**config.mk**
```make
export PLATFORM = sky130hd
export DESIGN_NAME = rpa_ram
export DESIGN_NICKNAME = d
export VERILOG_FILES = /design/src/hdl/rpa_ram.sv
export SDC_FILE = /design/constraint.sdc
export NUM_CORES = 2
export LEC_CHECK = 0
export ABC_CLOCK_PERIOD_IN_PS = 3580
export BUFFER_PORTS_ARGS = -buffer_cell sky130_fd_sc_hd__buf_2
export CORE_ASPECT_RATIO = 1.1
export CORE_MARGIN = 3
export CORE_UTILIZATION = 68
export CTS_CLUSTER_DIAMETER = 40
export DETAILED_ROUTE_END_ITERATION = 7
export PLACE_DENSITY_LB_ADDON = 0.08
export SLEW_MARGIN = 20
export SYNTH_ARGS = -nofsm -noshare
export SYNTH_HDL_FRONTEND = slang
export SYNTH_SLANG_ARGS = --single-unit
export TNS_END_PERCENT = 20
```
**constraint.sdc**
```tcl
create_clock -name clk -period 3.58 [get_ports clk]
set_input_delay 0 -clock clk [delete_from_list [all_inputs] [get_ports clk]]
set_output_delay 0 -clock clk [all_outputs]
set_load 0.05 [all_outputs]
```
**src/hdl/rpa_ram.sv**
```systemverilog
// ----------------------------------------------------------------------------
// Generic RAM
// One write port and one read port; read data is registered.
// ----------------------------------------------------------------------------
module rpa_ram #(
    parameter int WIDTH = 8,
    parameter int DEPTH = 256
) (
    input  logic                     clk,
    input  logic                     we,
    input  logic [$clog2(DEPTH)-1:0] waddr,
    input  logic [WIDTH-1:0]         wdata,
    input  logic                     re,
    input  logic [$clog2(DEPTH)-1:0] raddr,
    output logic [WIDTH-1:0]         rdata
);

    logic [WIDTH-1:0] mem [DEPTH];

    always_ff @(posedge clk)
    begin
        if (we)
        begin
            mem[waddr] <= wdata;
        end
        if (re)
        begin
            rdata <= mem[raddr];
        end
    end

endmodule

```
# [Word-level counts from Yosys, hierarchy flattened]
# Memories as Yosys holds them, arrays and structs flattened. A register that Yosys moved wholly into a read port is not among the register bits.
# Index checks and enable logic that the tools add are counted.
# Widths: inputs -> output; s select.
[word_totals] output_inout_bits=8 latch_bits=0 reg_bits=0 n_memories=1 mem_bits_ro=0 input_bits=27 mem_bits_rw=2048 elab_cells=3
[op_classes] mux=2 mul=0 n_div=0 shift=0 n_reduce_logical=0 magnitude_cmp=0 n_eq_ne=0 add_sub_neg=0 bitwise=0
[mem_list] name="mem" depth=256 width=8 rd=1 rd_ports_with_merged_regs=1 wr=1 line="18" rtl="logic [WIDTH-1:0] mem [DEPTH];"
[ops] op="$mux 1" count=2

# [Logic depth before layout (Yosys ltp)]
[depth] ltp_word=2 depth_mapped=11 depth_no_buf=6

# [Worst setup path before layout]
# Ideal clock, no wire load.
[synth_path] path_type="in2reg" startpoint="in raddr[0]" endpoint="reg rdata[2] (read register of mem) (data pin)" t_arrival_ps=1807 cell_stages=9 setup_time_ps=269 slack_ps=1504 cell_sequence="buf_6 -> buf_12 -> buf_8 -> buf_2 -> mux4_2 -> a22oi_1 -> a21oi_1 -> nor4_1 -> nor4_2"
[synth_rtl] element="start: declaration" line="14" rtl="input logic [$clog2(DEPTH)-1:0] raddr,"
[synth_rtl] element="end: declaration" line="15" rtl="output logic [WIDTH-1:0] rdata"

==> impl_results.md <==
* Area added between synthesis and finish at 12.2%
* Total Wirelength at 197000 um
* Clk network pwr share at 0.422
* Path type of the worst min-delay path: primary input to register
* Number of synthesized register bits at 2056
* Post-DR vias/cell at roughly 7.1
* Post-layout utilization of the core at 0.770
* Count of yosys warnings during synthesis at 0
* Pre-CTS WS at -0.161 ns
* Sequential group share of total power at 0.528
* VDD IR max at about 0.62 mV
* Post-CTS setup-driven buffer insertion count at 0
* Total power at a little over 50 mW
* Crit path arrival time at 3.72 ns
* Hold_sp: we
* Metal2 WL at 95400 um
* Routability-driven placement congestion ratio at about 0.89
* Switching pwr at 10.5 mW
* Net count after synthesis at 3760
* CTS buffer count at 202
* Number of primary I/O pins at 35
* Sequential share of the synthesized area at 0.775
* Vias in the first global route at ~41000
* Die Outline Area at roughly 120000 um2
* Clock Skews at between 0.03 and 0.04 ns
* Number of levels in the clock H-tree at 4
* Iteration-0 DRC Markers at 6012
* Number of standard cells after synthesis at about 3700
* Design Area, Final at about 89000 um2
* Tmin final at between 3 and 4 ns
* Count of cell types in the netlist at 54
* Clock tree from TritonCTS: yes
* Filler cell count in the final layout at just under 6000
* Relative slew slack at 0.232
* Number of remaining DRC errors at 0
* Count of endpoints failing setup in the final report at 0
* Critical path startpoint: mem[211][3]$_DFFE_PP_
* Post-route insts no fill at around 5700
* Ys async rst share at 0
* Final worst-path cycle share at 0.893
* WL met1 at 70900 um
* Via Count at 40600
* Placeable Area at 116000 um2
* Sw frac at 0.209
* Post-place instance area at about 82000 um2
* Achievable clock frequency at between 300 and 400 MHz
* Final Worst Setup Slack at 0.383 ns
* Type of element launching the critical path: register
* Post-Synthesis Mean Instance Area at approximately 21 um2
* Detail-routed net length per standard cell at about 35 um
* Placement Rows at roughly 130
* Total routing resource utilization after global routing at 0.334
* Area taken by multi-input logic gates at between 15000 and 20000 um2
* RSZ-0062 raised after global routing: no
* Total leakage power at between 20 and 30 nW
* Fraction of power consumed by combinational cells at 0.050
* Chip width at ~330 um
* Worst-path clk slew at ~0.060 ns
* Number of max-slew violations in the final report at 0
* Hold slack at roughly 0.12 ns
* Most used DFF post-synth: edfxtp_1
* Cell Area, Synth at 79600 um2
* Final setup TNS at 0 ns
* Count of endpoints failing hold in the final timing report at 0
* Maximum number of pins on one net before global-route repair at 150
* Initial core utilization at 0.686
* Routed wl met3 at 22300 um
* Proportion of layout cells with a drive suffix above 1 at 0.252
* # placed instances at 5293
* First-pass iteration count of the detailed router at 6
* Overflow left after global routing at 0
* Kind of end point of the critical path: register
* Endpoint required time on the critical path at just over 4 ns
* Root cell of the clock tree: clkbuf_16
* # clock sinks at between 2000 and 2500
* Number of flops mapped to enable cells by yosys at roughly 2100
* Result of the run: complete, no violations
* Beginning of the worst register-to-register path: mem[211][3]$_DFFE_PP_
* Top routing layer in use: met5
* Insertion delay of the later-clocked pin in the worst-skew pair at between 0.8 and 0.9 ns
* Detailed-placement wirelength estimate at about 120000 um
* Port Buf Inserts at 34
* Maximum number of buffers from clock root to sink at 3
* Sequential cell area at 61700 um2
* Wire length of the first global-routing pass at approximately 290000 um
* Startpoint-to-endpoint class of the critical path: register to register
* Count of nets left with antenna violations after detail routing at 0
* Number of max-capacitance violations reported at 0
* Actual slew at the worst max-slew pin at between 1 and 1.5 ns
* Initial antenna violation count at 14
* Internal Power at ~40 mW
* Overall die height at ~360 um
* Maximum fanout along the worst path at 1
* Net total in the final layout at about 4000
* Ratio of total power to cell area at ~560 nW/um2
==> cell type report <==
| type | count | area share |
|---|---|---|
| antenna | 8 | 0.000224 |
| clock buffer | 239 | 0.0598 |
| multi-input combinational | 1442 | 0.185 |
| inverter | 2 | 0.0000840 |
| clock inverter | 128 | 0.0149 |
| tap | 1529 | 0.0214 |
| timing repair buffer | 280 | 0.0282 |
| sequential | 2056 | 0.691 |
==> state kept, by name, indices dropped and copies added, names as in the netlist <==
signal  flops
mem      2048
rdata       8
==> path summary, 6_finish.rpt <==
kind | cells after the start | slack, ns | end
setup reg to reg | 6 | 0.38 | rdata[3]$_DFFE_PP_
hold reg to reg | 7 | 1.14 | rdata[5]$_DFFE_PP_
hold / removal | 4 | 0.12 | mem[134][5]$_DFFE_PP_
setup / recovery | 6 | 0.38 | rdata[3]$_DFFE_PP_
==> power by group through the flow <==
stage	registers, mW	clock network (mW)	logic [mW]
detailed placement	27.1	0	2.45
floorplan	27.1	0	1.29
finish	26.6	21.2	2.51
CTS	26.6	21.4	2.48
global placement	27.1	0	2.39
global route	26.6	22.3	2.61
==> layer usage <==
metal	GRT usage	vias up
met1	0.472	21100
met5	0	-
met4	0.131	8
met3	0.0734	480
li1	-	16200
met2	0.526	2816
==> synth_stat cells, drive strengths merged, types with 8 or more instances <==
master / number / area share
a221oi: 14 / 0.0016
a211oi: 16 / 0.0015
nand3: 34 / 0.0021
a21oi: 96 / 0.0060
o211ai: 10 / 0.00094
nand2: 33 / 0.0016
nor3: 22 / 0.0014
clkbuf: 111 / 0.0052
nand4: 10 / 0.00079
edfxtp: 2056 / 0.78
o221ai: 47 / 0.0052
nand2b: 8 / 0.00063
nor2: 282 / 0.013
nor2b: 31 / 0.0024
o21ai: 12 / 0.00075
o22ai: 28 / 0.0022
a22o: 8 / 0.00088
nor4: 27 / 0.0024
a22oi: 133 / 0.013
mux4: 456 / 0.13
buf: 122 / 0.013
mux2i: 134 / 0.017
==> cells by family (layout without fill, tap and decap cells) <==
family                 Yosys count  after routing  share of synthesized area
other                            0              8                          0
AO/OA/AOI/OAI                  385            385                     0.0342
multiplexers                   591            591                      0.146
buffers and inverters          235            649                     0.0183
flip-flops                    2056           2056                      0.775
AND/OR/NAND/NOR                466            466                     0.0263
==> repair_timing <==
item / CTS / global route
endpoints found under the hold margin: 414 / 85
resized for setup: 0 / 0
hold buffers: 14 / 1
==> cell usage in the layout (no fill, tap or decap), types with 13 or more instances in the layout <==
master	count
mux2i_1	134
nor4_1	22
a221oi_1	13
nor2_1	279
nor3_1	19
nand2_1	33
buf_2	23
a21oi_1	96
clkinv_1	37
clkbuf_1	30
mux4_2	454
a22oi_1	133
nor2b_1	28
a211oi_1	16
edfxtp_1	2056
dlygate4sd3_1	15
bufinv_16	24
o22ai_1	28
buf_12	28
clkbuf_16	209
clkinv_2	33
buf_4	203
nand3_1	34
o221ai_1	46
==> critical path, cell delays in order (launching register included) <==
cell and delay [ns]:
edfxtp_1 0.37, mux4_2 0.47, a22o_1 0.29, a221oi_1 0.67
o32ai_1 0.25, nor3_1 0.72, nor4_1 0.16
Note: power is estimated with default switching activity, not from simulation.
